===== src/design/mshc_pkg.sv =====
// shared types and constants of the mash step heater controller
package mshc_pkg;

    localparam int MAX_STEPS = 16;
    localparam int STEP_AW   = (MAX_STEPS > 1) ? $clog2(MAX_STEPS) : 1;

    localparam logic [3:0]  MAX_LEVEL    = 4'd11;
    localparam logic [19:0] DEFAULT_IVAL = 20'd5000;

    // seconds = (ms * SEC_DIV_MAGIC) >> SEC_DIV_SHIFT, exact for any 32-bit ms
    localparam logic [31:0] SEC_DIV_MAGIC = 32'h10624DD3;
    localparam int          SEC_DIV_SHIFT = 38;
    localparam int          SEC_W         = 23;

    // register indexes of the write port
    localparam logic [2:0] REG_STEP_COUNT    = 3'd0;
    localparam logic [2:0] REG_HYST_BELOW    = 3'd1;
    localparam logic [2:0] REG_HYST_ABOVE    = 3'd2;
    localparam logic [2:0] REG_HEAT_DWELL_MS = 3'd3;
    localparam logic [2:0] REG_HOLD_DWELL_MS = 3'd4;
    localparam logic [2:0] REG_TICK_IVAL_MS  = 3'd5;

    // ctrl_mode codes
    localparam logic [2:0] MODE_IDLE = 3'd0;
    localparam logic [2:0] MODE_HEAT = 3'd1;
    localparam logic [2:0] MODE_HOLD = 3'd2;
    localparam logic [2:0] MODE_DONE = 3'd3;
    localparam logic [2:0] MODE_MAN  = 3'd4;

    typedef struct packed {
        logic [4:0]  step_count;
        logic [9:0]  hyst_below;
        logic [9:0]  hyst_above;
        logic [19:0] heat_dwell_ms;
        logic [19:0] hold_dwell_ms;
        logic [19:0] tick_interval_ms;
    } cfg_t;

    typedef struct packed {
        logic signed [15:0] temperature;
        logic [31:0]        now_ms;
        logic [SEC_W-1:0]   now_s;
        logic               run_enable;
        logic               manual_on;
        logic [3:0]         manual_level;
    } tick_t;

    typedef struct packed {
        logic [13:0] target;
        logic [9:0]  minutes;
    } step_t;

    typedef struct packed {
        logic       en;
        logic [3:0] slot;
        step_t      entry;
    } tbl_wr_t;

    typedef struct packed {
        logic        report_valid;
        logic        stop_request;
        logic [4:0]  step_number;
        logic [15:0] seconds_left;
        logic [13:0] target_now;
        logic [2:0]  ctrl_mode;
        logic        stage_changed;
        logic [3:0]  heater_stage;
    } result_t;

endpackage


===== src/design/mshc_step_table.sv =====
// schedule step table: targets and hold minutes, one write and one read port
module mshc_step_table (
    input  logic                    aclk,
    input  mshc_pkg::tbl_wr_t       wr,
    input  logic [4:0]              rd_idx,
    output mshc_pkg::step_t         rd_entry
);

    mshc_pkg::step_t mem [mshc_pkg::MAX_STEPS];

    logic wr_in_range;
    logic rd_in_range;

    assign wr_in_range = 32'(wr.slot) < mshc_pkg::MAX_STEPS;
    assign rd_in_range = 32'(rd_idx) < mshc_pkg::MAX_STEPS;

    always_ff @(posedge aclk) begin
        if (wr.en && wr_in_range) begin
            mem[mshc_pkg::STEP_AW'(wr.slot)] <= wr.entry;
        end
    end

    // steps past the table read as zero target and zero hold
    assign rd_entry = rd_in_range ? mem[mshc_pkg::STEP_AW'(rd_idx)] : '0;

endmodule


===== src/design/mshc_ctrl.sv =====
// control state machine: mode, step index, hold timer, dwell and stage choice
module mshc_ctrl (
    input  logic                  aclk,
    input  logic                  aresetn,
    input  mshc_pkg::cfg_t        cfg,
    input  mshc_pkg::tick_t       tick,
    input  logic                  fire,
    output logic [4:0]            rd_idx,
    input  mshc_pkg::step_t       rd_entry,
    output mshc_pkg::result_t     result
);

    typedef enum logic [2:0] {
        S_IDLE = mshc_pkg::MODE_IDLE,
        S_HEAT = mshc_pkg::MODE_HEAT,
        S_HOLD = mshc_pkg::MODE_HOLD,
        S_DONE = mshc_pkg::MODE_DONE,
        S_MAN  = mshc_pkg::MODE_MAN
    } state_t;

    state_t                       state_reg, state_next;
    logic [4:0]                   idx_reg, idx_next;
    logic [mshc_pkg::SEC_W-1:0]   hs_reg, hs_next;
    logic [3:0]                   lvl_reg, lvl_next;
    logic [31:0]                  lc_reg, lc_next;
    logic signed [15:0]           pt_reg, pt_next;

    logic [4:0]          count;
    logic [19:0]         ival;
    logic signed [16:0]  delta;
    logic signed [27:0]  d28, d100, d200, d1000, ival28;
    logic signed [17:0]  temp18, tgt18, lo18, hi18, diff18;
    logic [31:0]         elapsed;
    logic [15:0]         need;
    logic                man_req;
    logic [15:0]         secs;
    logic                stop, report;
    logic [3:0]          lvl_sel;

    assign count = (32'(cfg.step_count) > mshc_pkg::MAX_STEPS) ?
                   5'(mshc_pkg::MAX_STEPS) : cfg.step_count;
    assign ival  = (cfg.tick_interval_ms == '0) ? mshc_pkg::DEFAULT_IVAL
                                                : cfg.tick_interval_ms;
    assign man_req = tick.manual_on && (tick.manual_level <= mshc_pkg::MAX_LEVEL);

    // idle or manual can only start the schedule at step zero
    assign rd_idx = (state_reg == S_IDLE || state_reg == S_MAN) ? 5'd0 : idx_reg;

    // slope terms, compared exactly against the control interval
    assign delta  = (pt_reg > 16'sd0) ?
                    ($signed({tick.temperature[15], tick.temperature}) -
                     $signed({pt_reg[15], pt_reg})) : 17'sd0;
    assign d28    = 28'(delta);
    assign d100   = d28 * 28'sd100;
    assign d200   = d28 * 28'sd200;
    assign d1000  = d28 * 28'sd1000;
    assign ival28 = $signed({8'b0, ival});

    assign temp18 = $signed({{2{tick.temperature[15]}}, tick.temperature});
    assign tgt18  = $signed({4'b0, rd_entry.target});
    assign lo18   = tgt18 - $signed({8'b0, cfg.hyst_below});
    assign hi18   = tgt18 + $signed({8'b0, cfg.hyst_above});
    assign diff18 = tgt18 - temp18;

    assign elapsed = 32'(tick.now_s) - 32'(hs_reg);
    assign need    = {rd_entry.minutes, 6'b0} - {4'b0, rd_entry.minutes, 2'b0};

    always_comb begin
        state_next = state_reg;
        idx_next   = idx_reg;
        hs_next    = hs_reg;
        lvl_next   = lvl_reg;
        lc_next    = lc_reg;
        pt_next    = pt_reg;
        secs       = '0;
        stop       = 1'b0;
        report     = 1'b1;
        lvl_sel    = lvl_reg;

        if (man_req) begin
            if (state_reg != S_MAN) begin
                state_next = S_MAN;
                stop       = 1'b1;
            end
            lvl_next = tick.manual_level;
        end else begin
            if (state_reg == S_MAN) begin
                lvl_next   = 4'd0;
                state_next = S_IDLE;
            end
            if (!tick.run_enable) begin
                if (state_next != S_IDLE) begin
                    lvl_next   = 4'd0;
                    state_next = S_IDLE;
                end
            end else if (count == 5'd0) begin
                stop   = 1'b1;
                report = 1'b0;
            end else if (tick.temperature < 16'sd0) begin
                lvl_next = 4'd0;
                report   = 1'b0;
            end else begin
                if (state_next == S_IDLE) begin
                    state_next = S_HEAT;
                    idx_next   = 5'd0;
                    lc_next    = '0;
                end
                pt_next = tick.temperature;
                lvl_sel = lvl_next;
                unique case (state_next)
                    S_HEAT: begin
                        if (temp18 >= lo18) begin
                            state_next = S_HOLD;
                            hs_next    = tick.now_s;
                            lvl_sel    = 4'd3;
                        end else if ((tick.now_ms - lc_next) >= {12'b0, cfg.heat_dwell_ms}) begin
                            if (diff18 > 18'sd300)      lvl_sel = 4'd11;
                            else if (diff18 > 18'sd200) lvl_sel = 4'd6;
                            else if (diff18 > 18'sd100) lvl_sel = 4'd3;
                            else if (diff18 > 18'sd50)  lvl_sel = (d100 > ival28) ? 4'd3 : 4'd4;
                            else                        lvl_sel = (d200 > ival28) ? 4'd0 : 4'd1;
                        end
                    end
                    S_HOLD: begin
                        if (elapsed >= {16'b0, need}) begin
                            idx_next = idx_reg + 5'd1;
                            if (idx_next >= count) begin
                                state_next = S_DONE;
                            end else begin
                                state_next = S_HEAT;
                                lc_next    = '0;
                            end
                        end else begin
                            secs = need - elapsed[15:0];
                            if ((tick.now_ms - lc_next) >= {12'b0, cfg.hold_dwell_ms}) begin
                                if (temp18 < lo18)          lvl_sel = 4'd3;
                                else if (temp18 > hi18)     lvl_sel = 4'd0;
                                else if (d1000 < -ival28)   lvl_sel = 4'd2;
                                else if (d1000 > ival28)    lvl_sel = 4'd0;
                                else                        lvl_sel = 4'd1;
                            end
                        end
                    end
                    S_DONE: begin
                        lvl_sel    = 4'd0;
                        stop       = 1'b1;
                        state_next = S_IDLE;
                    end
                    default: begin
                    end
                endcase
                if (lvl_sel != lvl_next) begin
                    lvl_next = lvl_sel;
                    lc_next  = tick.now_ms;
                end
            end
        end
    end

    always_comb begin
        result.heater_stage  = lvl_next;
        result.stage_changed = lvl_next != lvl_reg;
        result.ctrl_mode     = 3'(state_next);
        result.target_now    = (state_next == S_HEAT || state_next == S_HOLD ||
                                state_next == S_DONE) ? rd_entry.target : 14'd0;
        result.seconds_left  = secs;
        result.step_number   = idx_next;
        result.stop_request  = stop;
        result.report_valid  = report;
    end

    always_ff @(posedge aclk) begin
        if (!aresetn) begin
            state_reg <= S_IDLE;
            idx_reg   <= '0;
            hs_reg    <= '0;
            lvl_reg   <= '0;
            lc_reg    <= '0;
            pt_reg    <= -16'sd100;
        end else if (fire) begin
            state_reg <= state_next;
            idx_reg   <= idx_next;
            hs_reg    <= hs_next;
            lvl_reg   <= lvl_next;
            lc_reg    <= lc_next;
            pt_reg    <= pt_next;
        end
    end

endmodule


===== src/design/mash_step_heater_controller_top.sv =====
// top level: stream ports, register file, input and result registers
//
// One transaction on the slave side is one controller tick (tuser 0) or one
// schedule write (tuser 1). A tick yields exactly one result transaction on
// the master side, offered from the result register; a schedule write yields
// none and is visible to the very next tick. The block takes one transaction
// per cycle for as long as the master side drains: the whole control
// decision (state, dwell, hysteresis, slope compare) is combinational
// between the input and result registers, and the millisecond-to-second
// conversion is a reciprocal multiply on the way into the input register.
// There is no clearing pass after reset; schedule steps must be written
// before the schedule runs over them. The user must write registers only
// while no transaction is in flight; the block does not enforce this.
module mash_step_heater_controller_top (
    input  logic        aclk,
    input  logic        aresetn,

    // register write port
    input  logic        cfg_wr_en,
    input  logic [2:0]  cfg_index,
    input  logic [19:0] cfg_wdata,

    // input channel
    input  logic        s_tvalid,
    output logic        s_tready,
    // temperature[15:0] now_ms[47:16] run_enable[48] manual_on[49]
    // manual_level[53:50] slot[57:54] slot_temp[71:58] slot_minutes[81:72]
    input  logic [87:0] s_tdata,
    // mode
    input  logic        s_tuser,

    // result channel
    output logic        m_tvalid,
    input  logic        m_tready,
    // heater_stage[3:0] stage_changed[4] ctrl_mode[7:5] target_now[21:8]
    // seconds_left[37:22] step_number[42:38] stop_request[43] report_valid[44]
    output logic [47:0] m_tdata
);

    mshc_pkg::cfg_t cfg_reg;

    // input register
    logic               in_valid_reg;
    logic               in_mode_reg;
    mshc_pkg::tick_t    in_tick_reg;
    logic [3:0]         in_slot_reg;
    mshc_pkg::step_t    in_entry_reg;

    // result register
    logic               out_valid_reg;
    mshc_pkg::result_t  out_res_reg;

    logic               advance;
    logic               load_in;
    logic               consume;
    logic               fire;
    logic [63:0]        sec_prod;
    mshc_pkg::tick_t    tick_in;
    mshc_pkg::tbl_wr_t  tbl_wr;
    logic [4:0]         rd_idx;
    mshc_pkg::step_t    rd_entry;
    mshc_pkg::result_t  result;

    // the result register moves whenever it is empty or being taken
    assign advance  = !out_valid_reg || m_tready;
    assign s_tready = !in_valid_reg || advance;
    assign load_in  = s_tvalid && s_tready;
    assign consume  = in_valid_reg && advance;
    assign fire     = consume && !in_mode_reg;

    // now_ms / 1000 by reciprocal multiply
    assign sec_prod = 64'(s_tdata[47:16]) * 64'(mshc_pkg::SEC_DIV_MAGIC);

    always_comb begin
        tick_in.temperature  = $signed(s_tdata[15:0]);
        tick_in.now_ms       = s_tdata[47:16];
        tick_in.now_s        = sec_prod[mshc_pkg::SEC_DIV_SHIFT +: mshc_pkg::SEC_W];
        tick_in.run_enable   = s_tdata[48];
        tick_in.manual_on    = s_tdata[49];
        tick_in.manual_level = s_tdata[53:50];
    end

    // register file
    always_ff @(posedge aclk) begin
        if (!aresetn) begin
            cfg_reg.step_count       <= 5'd0;
            cfg_reg.hyst_below       <= 10'd50;
            cfg_reg.hyst_above       <= 10'd50;
            cfg_reg.heat_dwell_ms    <= 20'd30000;
            cfg_reg.hold_dwell_ms    <= 20'd30000;
            cfg_reg.tick_interval_ms <= 20'd5000;
        end else if (cfg_wr_en) begin
            unique case (cfg_index)
                mshc_pkg::REG_STEP_COUNT:    cfg_reg.step_count       <= cfg_wdata[4:0];
                mshc_pkg::REG_HYST_BELOW:    cfg_reg.hyst_below       <= cfg_wdata[9:0];
                mshc_pkg::REG_HYST_ABOVE:    cfg_reg.hyst_above       <= cfg_wdata[9:0];
                mshc_pkg::REG_HEAT_DWELL_MS: cfg_reg.heat_dwell_ms    <= cfg_wdata;
                mshc_pkg::REG_HOLD_DWELL_MS: cfg_reg.hold_dwell_ms    <= cfg_wdata;
                mshc_pkg::REG_TICK_IVAL_MS:  cfg_reg.tick_interval_ms <= cfg_wdata;
                default: begin
                end
            endcase
        end
    end

    // input register: holds while the result side is stalled
    always_ff @(posedge aclk) begin
        if (!aresetn) begin
            in_valid_reg <= 1'b0;
        end else if (load_in) begin
            in_valid_reg <= 1'b1;
        end else if (consume) begin
            in_valid_reg <= 1'b0;
        end
    end

    always_ff @(posedge aclk) begin
        if (load_in) begin
            in_mode_reg          <= s_tuser;
            in_tick_reg          <= tick_in;
            in_slot_reg          <= s_tdata[57:54];
            in_entry_reg.target  <= s_tdata[71:58];
            in_entry_reg.minutes <= s_tdata[81:72];
        end
    end

    // schedule writes land in the table as they leave the input register
    assign tbl_wr.en    = consume && in_mode_reg;
    assign tbl_wr.slot  = in_slot_reg;
    assign tbl_wr.entry = in_entry_reg;

    mshc_step_table u_table (
        .aclk     (aclk),
        .wr       (tbl_wr),
        .rd_idx   (rd_idx),
        .rd_entry (rd_entry)
    );

    mshc_ctrl u_ctrl (
        .aclk     (aclk),
        .aresetn  (aresetn),
        .cfg      (cfg_reg),
        .tick     (in_tick_reg),
        .fire     (fire),
        .rd_idx   (rd_idx),
        .rd_entry (rd_entry),
        .result   (result)
    );

    // result register: only ticks produce a transaction
    always_ff @(posedge aclk) begin
        if (!aresetn) begin
            out_valid_reg <= 1'b0;
        end else if (advance) begin
            out_valid_reg <= fire;
        end
    end

    always_ff @(posedge aclk) begin
        if (fire) begin
            out_res_reg <= result;
        end
    end

    assign m_tvalid = out_valid_reg;
    assign m_tdata  = {3'b000,
                       out_res_reg.report_valid,
                       out_res_reg.stop_request,
                       out_res_reg.step_number,
                       out_res_reg.seconds_left,
                       out_res_reg.target_now,
                       out_res_reg.ctrl_mode,
                       out_res_reg.stage_changed,
                       out_res_reg.heater_stage};

`ifndef SYNTHESIS
    // a stalled input register keeps its transaction
    a_input_held: assert property (@(posedge aclk) disable iff (!aresetn)
        in_valid_reg && !advance |=> in_valid_reg)
        else $error("input transaction dropped while stalled");

    // every processed tick shows up as a result
    a_tick_emits: assert property (@(posedge aclk) disable iff (!aresetn)
        fire |=> out_valid_reg)
        else $error("tick produced no result");

    // no target outside an active schedule
    a_target_zero: assert property (@(posedge aclk) disable iff (!aresetn)
        out_valid_reg && (out_res_reg.ctrl_mode == mshc_pkg::MODE_IDLE ||
                          out_res_reg.ctrl_mode == mshc_pkg::MODE_MAN)
        |-> out_res_reg.target_now == 14'd0)
        else $error("target reported while idle or manual");

    // hold countdown only while holding
    a_secs_hold: assert property (@(posedge aclk) disable iff (!aresetn)
        out_valid_reg && out_res_reg.ctrl_mode != mshc_pkg::MODE_HOLD
        |-> out_res_reg.seconds_left == 16'd0)
        else $error("seconds left outside holding");

    // heater stage stays within the supported range
    a_stage_range: assert property (@(posedge aclk) disable iff (!aresetn)
        out_valid_reg |-> out_res_reg.heater_stage <= mshc_pkg::MAX_LEVEL)
        else $error("heater stage out of range");
`endif

endmodule

===== config.mk =====
export PLATFORM = sky130hd
export DESIGN_NAME = mash_step_heater_controller_top
export DESIGN_NICKNAME = d
export VERILOG_FILES = /design/src/design/mshc_pkg.sv /design/src/design/mshc_step_table.sv /design/src/design/mshc_ctrl.sv /design/src/design/mash_step_heater_controller_top.sv
export SDC_FILE = /design/constraint.sdc
export NUM_CORES = 2
export LEC_CHECK = 0
export ABC_AREA = 1
export ABC_CLOCK_PERIOD_IN_PS = 10000
export BUFFER_PORTS_ARGS = -buffer_cell sky130_fd_sc_hd__clkbuf_2
export CAP_MARGIN = 10
export CORE_ASPECT_RATIO = 1.75
export CORE_UTILIZATION = 45
export DETAILED_ROUTE_END_ITERATION = 8
export PLACE_DENSITY_LB_ADDON = 0.3
export SYNTH_ARGS = -nofsm -noshare
export SYNTH_HDL_FRONTEND = slang
export SYNTH_HIERARCHICAL = 1
export SYNTH_SLANG_ARGS = --single-unit

===== constraint.sdc =====
create_clock -name aclk -period 10 [get_ports aclk]
set_input_delay 1 -clock aclk [delete_from_list [all_inputs] [get_ports aclk]]
set_output_delay 1 -clock aclk [all_outputs]
set_load 0.1 [all_outputs]

# After elaboration in Yosys (flattened, before gate mapping)
# Memory sizes are Yosys's and may differ from the RTL's.
# Cells that the tools add are included.
# totals
reg_bits	321
ramBits	384
output_inout_bits	50
elab_cells	194
mem_count	1
# classes
addsub	10
mul	4
order_cmp	20
n_eq_ne	15
n_mux	77
bitwise	5
reduce_logical	30
# memory_table
name	words	width	read_ports	rd_ports_with_merged_regs	wr	line_no	source
u_table.mem	16	24	1	0	1	mshc_step_table.sv:9	mshc_pkg::step_t mem [mshc_pkg::MAX_STEPS];
# ops
cell	count
$mux W32	9
$mux W4	23
$gt A28 B21 Y1	3
$ge A32 B20 Y1	2
$mul A32 B29 Y61 const B	1
$mux W3	16
$mul A17 B6 Y23 const B	2
$mux W5	9
$ge A32 B16 Y1	1
$sub A32 B32 Y32	1
$lt A28 B28 Y1	1
$neg A20 Y28	1
$mul A17 B8 Y25 const B	1
$mux W24	1
$sub A23 B23 Y24	1
$logic_not A20 Y1	1
$mux W20	1
$eq A3 B2 Y1 const B	6
$gt A18 B10 Y1 const B	1
$gt A18 B7 Y1 const B	1
$gt A18 B8 Y1 const B	1
$gt A18 B9 Y1 const B	1
$mux W17	1
$sub A15 B16 Y17	1
36 further kinds	75

# Depth between registers and ports, before layout
# logic_depth
ltp_word	25
mapped_depth	63

# By module
# The synthesis kept the hierarchy.
# by_module_without_submodules
mod	n_inst	cells_each	area_each_um2	seq_area_each_um2
mash_step_heater_controller_top	1	2691	24175.7	6276.0
mshc_ctrl	1	3596	21807.2	1661.6
mshc_step_table	1	1527	16244.3	11531.1

# Least setup slack after synthesis
# OpenSTA, ideal clock, no wires.
# synth_timing
kind	reg2reg
startpoint	reg in_tick_reg[63] (netlist name)
endpoint	reg u_ctrl.lc_reg[18]
setup_time_ns	0.132
arrival_time_ns	8.198
path_slack_ns	1.670
stages_incl_launch_ff	59
n_path_buf	1
path_cell_list	edfxtp_1 > ha_1 > nand2_1 > nor2_1 > a211oi_1 > nor2_1 > o21ai_0 > nand2_1 > nand2_1 > nand2_1 > a21oi_1 > nor2_1 > o21ai_0 > nand2_1 > nand2_1 > inv_1 > o21ai_0 > nand2_1 > (+23 left out) > inv_1 > a21oi_1 > nand3_1 > nand3_1 > nand2_1 > inv_1 > nand3_1 > nand3_1 > nand2_1 > nand3_1 > nand2_1 > clkinv_1 > nand2_1 > inv_2 > buf_2 > nand4_1 > nand3_1 > a21oi_1
# synth_between
elab_chain_len	18
elab_cells_between_ends	41
cone_classes	add/sub (2); mul (3); order compare (12); eq/ne (1); mux (21); bitwise (1); reduce/logical (1)
# synth_lines
element	line_no	source
start, declared	mash_step_heater_controller_top.sv:45	mshc_pkg::tick_t in_tick_reg;
start signal, assigned	mash_step_heater_controller_top.sv:120	in_tick_reg <= tick_in;
$sub A16 B16 Y17	mshc_ctrl.sv:51	($signed({tick.temperature[15], tick.temperature}) -
$mux W17	mshc_ctrl.sv:50	assign delta = (pt_reg > 16'sd0) ?
$mul A17 B6 Y23	mshc_ctrl.sv:54, mshc_ctrl.sv:55	
$gt A28 B21 Y1, on equally long branches	mshc_ctrl.sv:121, mshc_ctrl.sv:120	
$mux W1 or $mux W3 (tied branches)	mshc_ctrl.sv:121, mshc_ctrl.sv:120	
$mux W4	mshc_ctrl.sv:120	else if (diff18 > 18'sd50) lvl_sel = (d100 > ival28) ? 4'd3 : 4'd4;
$mux W4	mshc_ctrl.sv:119	else if (diff18 > 18'sd100) lvl_sel = 4'd3;
$mux W4	mshc_ctrl.sv:118	else if (diff18 > 18'sd200) lvl_sel = 4'd6;
(+2 left out)	-	
$mux W4	mshc_ctrl.sv:112	if (temp18 >= lo18) begin
$pmux W4 S3	mshc_ctrl.sv:110	unique case (state_next)
$mux W4	mshc_ctrl.sv:99	end else if (tick.temperature < 16'sd0) begin
$mux W4	mshc_ctrl.sv:96	end else if (count == 5'd0) begin
$mux W4	mshc_ctrl.sv:91	if (!tick.run_enable) begin
$mux W4	mshc_ctrl.sv:80	if (man_req) begin
$ne A4 B4 Y1	mshc_ctrl.sv:152	if (lvl_sel != lvl_next) begin
$mux W32	mshc_ctrl.sv:152	
end signal, assigned	mshc_ctrl.sv:185	lc_reg <= lc_next;
end, declared	mshc_ctrl.sv:25	logic [31:0] lc_reg, lc_next;
# Several ways; a longest one is shown, not always the timed one. The select of a mux whose other input is x is not followed.
# A chain may end at the register's enable or synchronous reset.

# Worst setup path after layout
# layout_timing
startpoint	reg u_ctrl.pt_reg[1]
endpoint	reg u_ctrl.lc_reg[29]
# layout_between
elab_chain_len	18
elab_cells_between_ends	31
cone_classes	add/sub (1); mul (3); order compare (5); eq/ne (1); mux (21)
# layout_lines
element	line_no	source
start, declared	mshc_ctrl.sv:26	logic signed [15:0] pt_reg, pt_next;
start signal, assigned	mshc_ctrl.sv:179	pt_reg <= -16'sd100;
start signal, assigned	mshc_ctrl.sv:186	pt_reg <= pt_next;
$sub A16 B16 Y17 or $gt A16 B1 Y1 (tied branches)	mshc_ctrl.sv:51, mshc_ctrl.sv:50	
$mux W17 (*)	mshc_ctrl.sv:50	
$mul A17 B6 Y23	mshc_ctrl.sv:54, mshc_ctrl.sv:55	
$gt A28 B21 Y1, on equally long branches	mshc_ctrl.sv:121, mshc_ctrl.sv:120	
$mux W1 or $mux W3 (tied branches)	mshc_ctrl.sv:121, mshc_ctrl.sv:120	
$mux W4	mshc_ctrl.sv:120	
$mux W4	mshc_ctrl.sv:119	
$mux W4	mshc_ctrl.sv:118	
(+2 left out)	-	
$mux W4	mshc_ctrl.sv:112	
$pmux W4 S3 (*)	mshc_ctrl.sv:110	
$mux W4 (*)	mshc_ctrl.sv:99	
$mux W4 (*)	mshc_ctrl.sv:96	
$mux W4 (*)	mshc_ctrl.sv:91	
$mux W4 (*)	mshc_ctrl.sv:80	
$ne A4 B4 Y1 (*)	mshc_ctrl.sv:152	
$mux W32 (*)	mshc_ctrl.sv:152	
# Mark *: on every way between the ends. The rest lies on a longest branch, timed or not. The select of a mux whose other input is x is not followed.

==> flow_summary.yaml <==
status:
  outcome: "complete, no violations"
timing:
  clock_skew_ps: 40.65
  setup_violations: 0
  tightest_slew_ps: 1284
  max_clock_freq_mhz: 107.6
  slew_violations: 0
  min_period_ps: 9294
  timing.hold.ws_ps: 459.0
  fin_setup_tns_ps: 0
  finalCritPeriodShare_pct: 92.94
  hold_violations: 0
  max-slew-margin-rel_pct: 14.43
worst_setup_path:
  timing.rr.start: "u_ctrl/pt_reg[1]"
  worstPathMaxFanout: 16
  r2r_slack_ps: 710
  startpoint: "u_ctrl/pt_reg[1]"
  crit_family: "adder cells"
  cp_data_required_time_ps: 10560
  worst-path-buf-inv: 8
  end_kind: "flip-flop"
  start_kind: "flip-flop"
  cpMostUsedCell: "nand2_1"
  cp_slowest_cell: "fa_1"
  crit_path_max_incr_delay_ps: 550
  crit_type: "flip-flop to flip-flop"
  arrival_ps: 9860
logic_synthesis:
  yosysSeqAreaShare_pct: 31.29
  synth_seq_cells: 705
  syn_area_per_cell_um2: 7.964
  ys_warn_count: 6
  synth-edff-count: 535
  async_flop_share_pct: 0
  synthCells: 7814
  netlist_area_um2: 62230
  synth.distinct_cells: 51
  synth_top_flop_cell: "edfxtp_1"
finish:
  final_area_um2: 67860
  nets: 9226
  area_growth_pct: 9.046
  register_area_um2: 19470
  largest_reg_flops: 384
  nFillCells: 13350
  fin_util_pct: 49.39
  drive_above_1_share_pct: 5.732
  multi_input_area_um2: 35960
clocking:
  path_clk_slew_ps: 70
  clk_path_buf_depth: 3
  root_buffer: "clkbuf_16"
  clock_latency_ps: 660
  hold_buffers: 0
  cts_tree: "yes"
  cts_buffers: 66
  cts.sinks: 705
  htree_levels: 3
floorplanning:
  rows: 180
  fp.dieH_um: 493.9
  dieWidth_um: 283.1
  fp.coreArea_um2: 137400
  dieArea_um2: 139800
  ios: 167
  start_util_pct: 45.30
detailed_routing:
  route.detailed.wl_per_inst_um: 19.56
  drc: 0
  drt-initial-drc-count: 3208
  routed_wl_um: 192300
  via_per_inst: 5.231
  route.vias.total: 51420
  ant_nets: 0
  dr.pass1.iters: 8
grt:
  antenna_found_initial: 10
  grt_usage_pct: 27.20
  first_global_vias: 51530
  overflow: 0
  grt_pass1_wl_um: 290000
  grt_max_degree: 92
worst_hold_path:
  holdCritStartpoint: "u_ctrl/hs_reg[19]"
  min_path_type: "flip-flop to flip-flop"
power:
  ir_drop_uv: 582.9
  p_leak_nw: 35.11
  power_density_nw_per_um2: 339.6
  power_mw: 23.04
place:
  portBuffers: 157
  placed_area_um2: 65200
  dp.final_hpwl_um: 149100
  gp_congestion: 1.019
job:
  maxCapViolCount: 0
==> cell families (layout without fill, tap and decap cells) <==
family	after synthesis	in the layout	share of synthesized area, %
other cells	3	15	0.01809
buf+inv	1863	2044	11.46
compound gates	657	657	5.618
xor+xnor	117	117	1.647
fa+ha+maj	1153	1153	27.77
simple gates	3316	3319	22.20
flops	705	705	31.29
==> path summary, 6_finish.rpt <==
path,depth (start not counted),end
worst max-delay path,53,u_ctrl/lc_reg[29]
worst min-delay path,2,u_ctrl/hs_reg[19]
worst max register to register,53,u_ctrl/lc_reg[29]
worst min register to register,2,u_ctrl/hs_reg[19]
==> worst min-delay path, cell delays in order, from the launching register on <==
cell and delay, ps:
dfxtp_1 300, inv_1 60, a21oi_1 50
==> placed cells by master, fill, tap and decap left out, types with 21 or more instances in the layout <==
master	count
buf_4	59
edfxtp_1	535
xor2_1	87
dfxtp_1	170
inv_2	28
nand2_1	2061
nor2_4	32
a21oi_1	358
nand2_2	21
nor2_1	453
xnor2_1	30
clkbuf_2	156
fa_1	380
nand3_1	534
nand4_1	99
o21bai_1	27
o21ai_0	210
inv_1	1667
clkbuf_16	68
nor3_1	38
ha_1	771
==> layer usage <==
| metal | share of wire [%] | routed length [µm] | vias to the layer above | GRT usage, % |
|---|---|---|---|---|
| li1 | - | - | 24880 | - |
| met1 | 36 | 68920 | 24410 | 28.44 |
| met2 | 52 | 99950 | 1589 | 50.62 |
| met3 | 4.6 | 8920 | 542 | 3.270 |
| met4 | 7.5 | 14460 | 8 | 18.54 |
| met5 | 0.028 | 54 | - | 0 |
==> Yosys cell counts (all sizes together), types with 4 or more instances <==
master	instances	area, µm²
clkinv	7	26.28
nor2	503	2014
ha	773	9672
a21oi	364	1822
nand2	2082	7865
o31ai	4	30.03
o21bai	28	214.0
nand3b	18	135.1
xnor2	30	262.8
inv	1698	6374
xor2	87	762.0
a31oi	4	25.02
and2	10	62.56
edfxtp	535	16070
a211oi	6	45.04
a21o	10	75.07
nand3	539	2730
clkbuf	71	266.5
nand4	99	619.3
a21boi	6	45.04
o21ai	213	1066
dfxtp	170	3403
buf	87	465.4
fa	380	7607
nor3b	5	37.54
nor4	10	68.81
o211ai	10	75.07
nor3	44	245.2
==> timing repair <==
action | 4_1_cts | 5_1_grt
setup buffers | 0 | 4
gates resized for setup | 0 | 30
setup endpoints to repair | 0 | 37
==> final cells by class <==
| cell class | instances | area share (%) |
|---|---|---|
| antenna | 3 | 0.01106 |
| clock buffer | 76 | 2.535 |
| clock inverter | 43 | 1.001 |
| inverter | 1705 | 9.454 |
| multi-input combinational | 5258 | 52.99 |
| sequential | 705 | 28.69 |
| tap | 1820 | 3.356 |
| timing repair buffer | 220 | 1.962 |
==> through the flow <==
step	setup WS [ps]	cells
after CTS	191.1	9818
after floorplan	1670	7823
after detailed placement	226.0	9699
final	705.7	9830
after global routing	-4.570	9828
after global placement	284.1	9699
==> power breakdown <==
group	total (mW)	internal, mW	switching (mW)
Sequential	3.45	3.36	0.0832
Clock	2.83	1.65	1.18
Combinational	16.8	5.28	11.5
Total	23.0	10.3	12.8
Power figures use the tool's default switching activity.
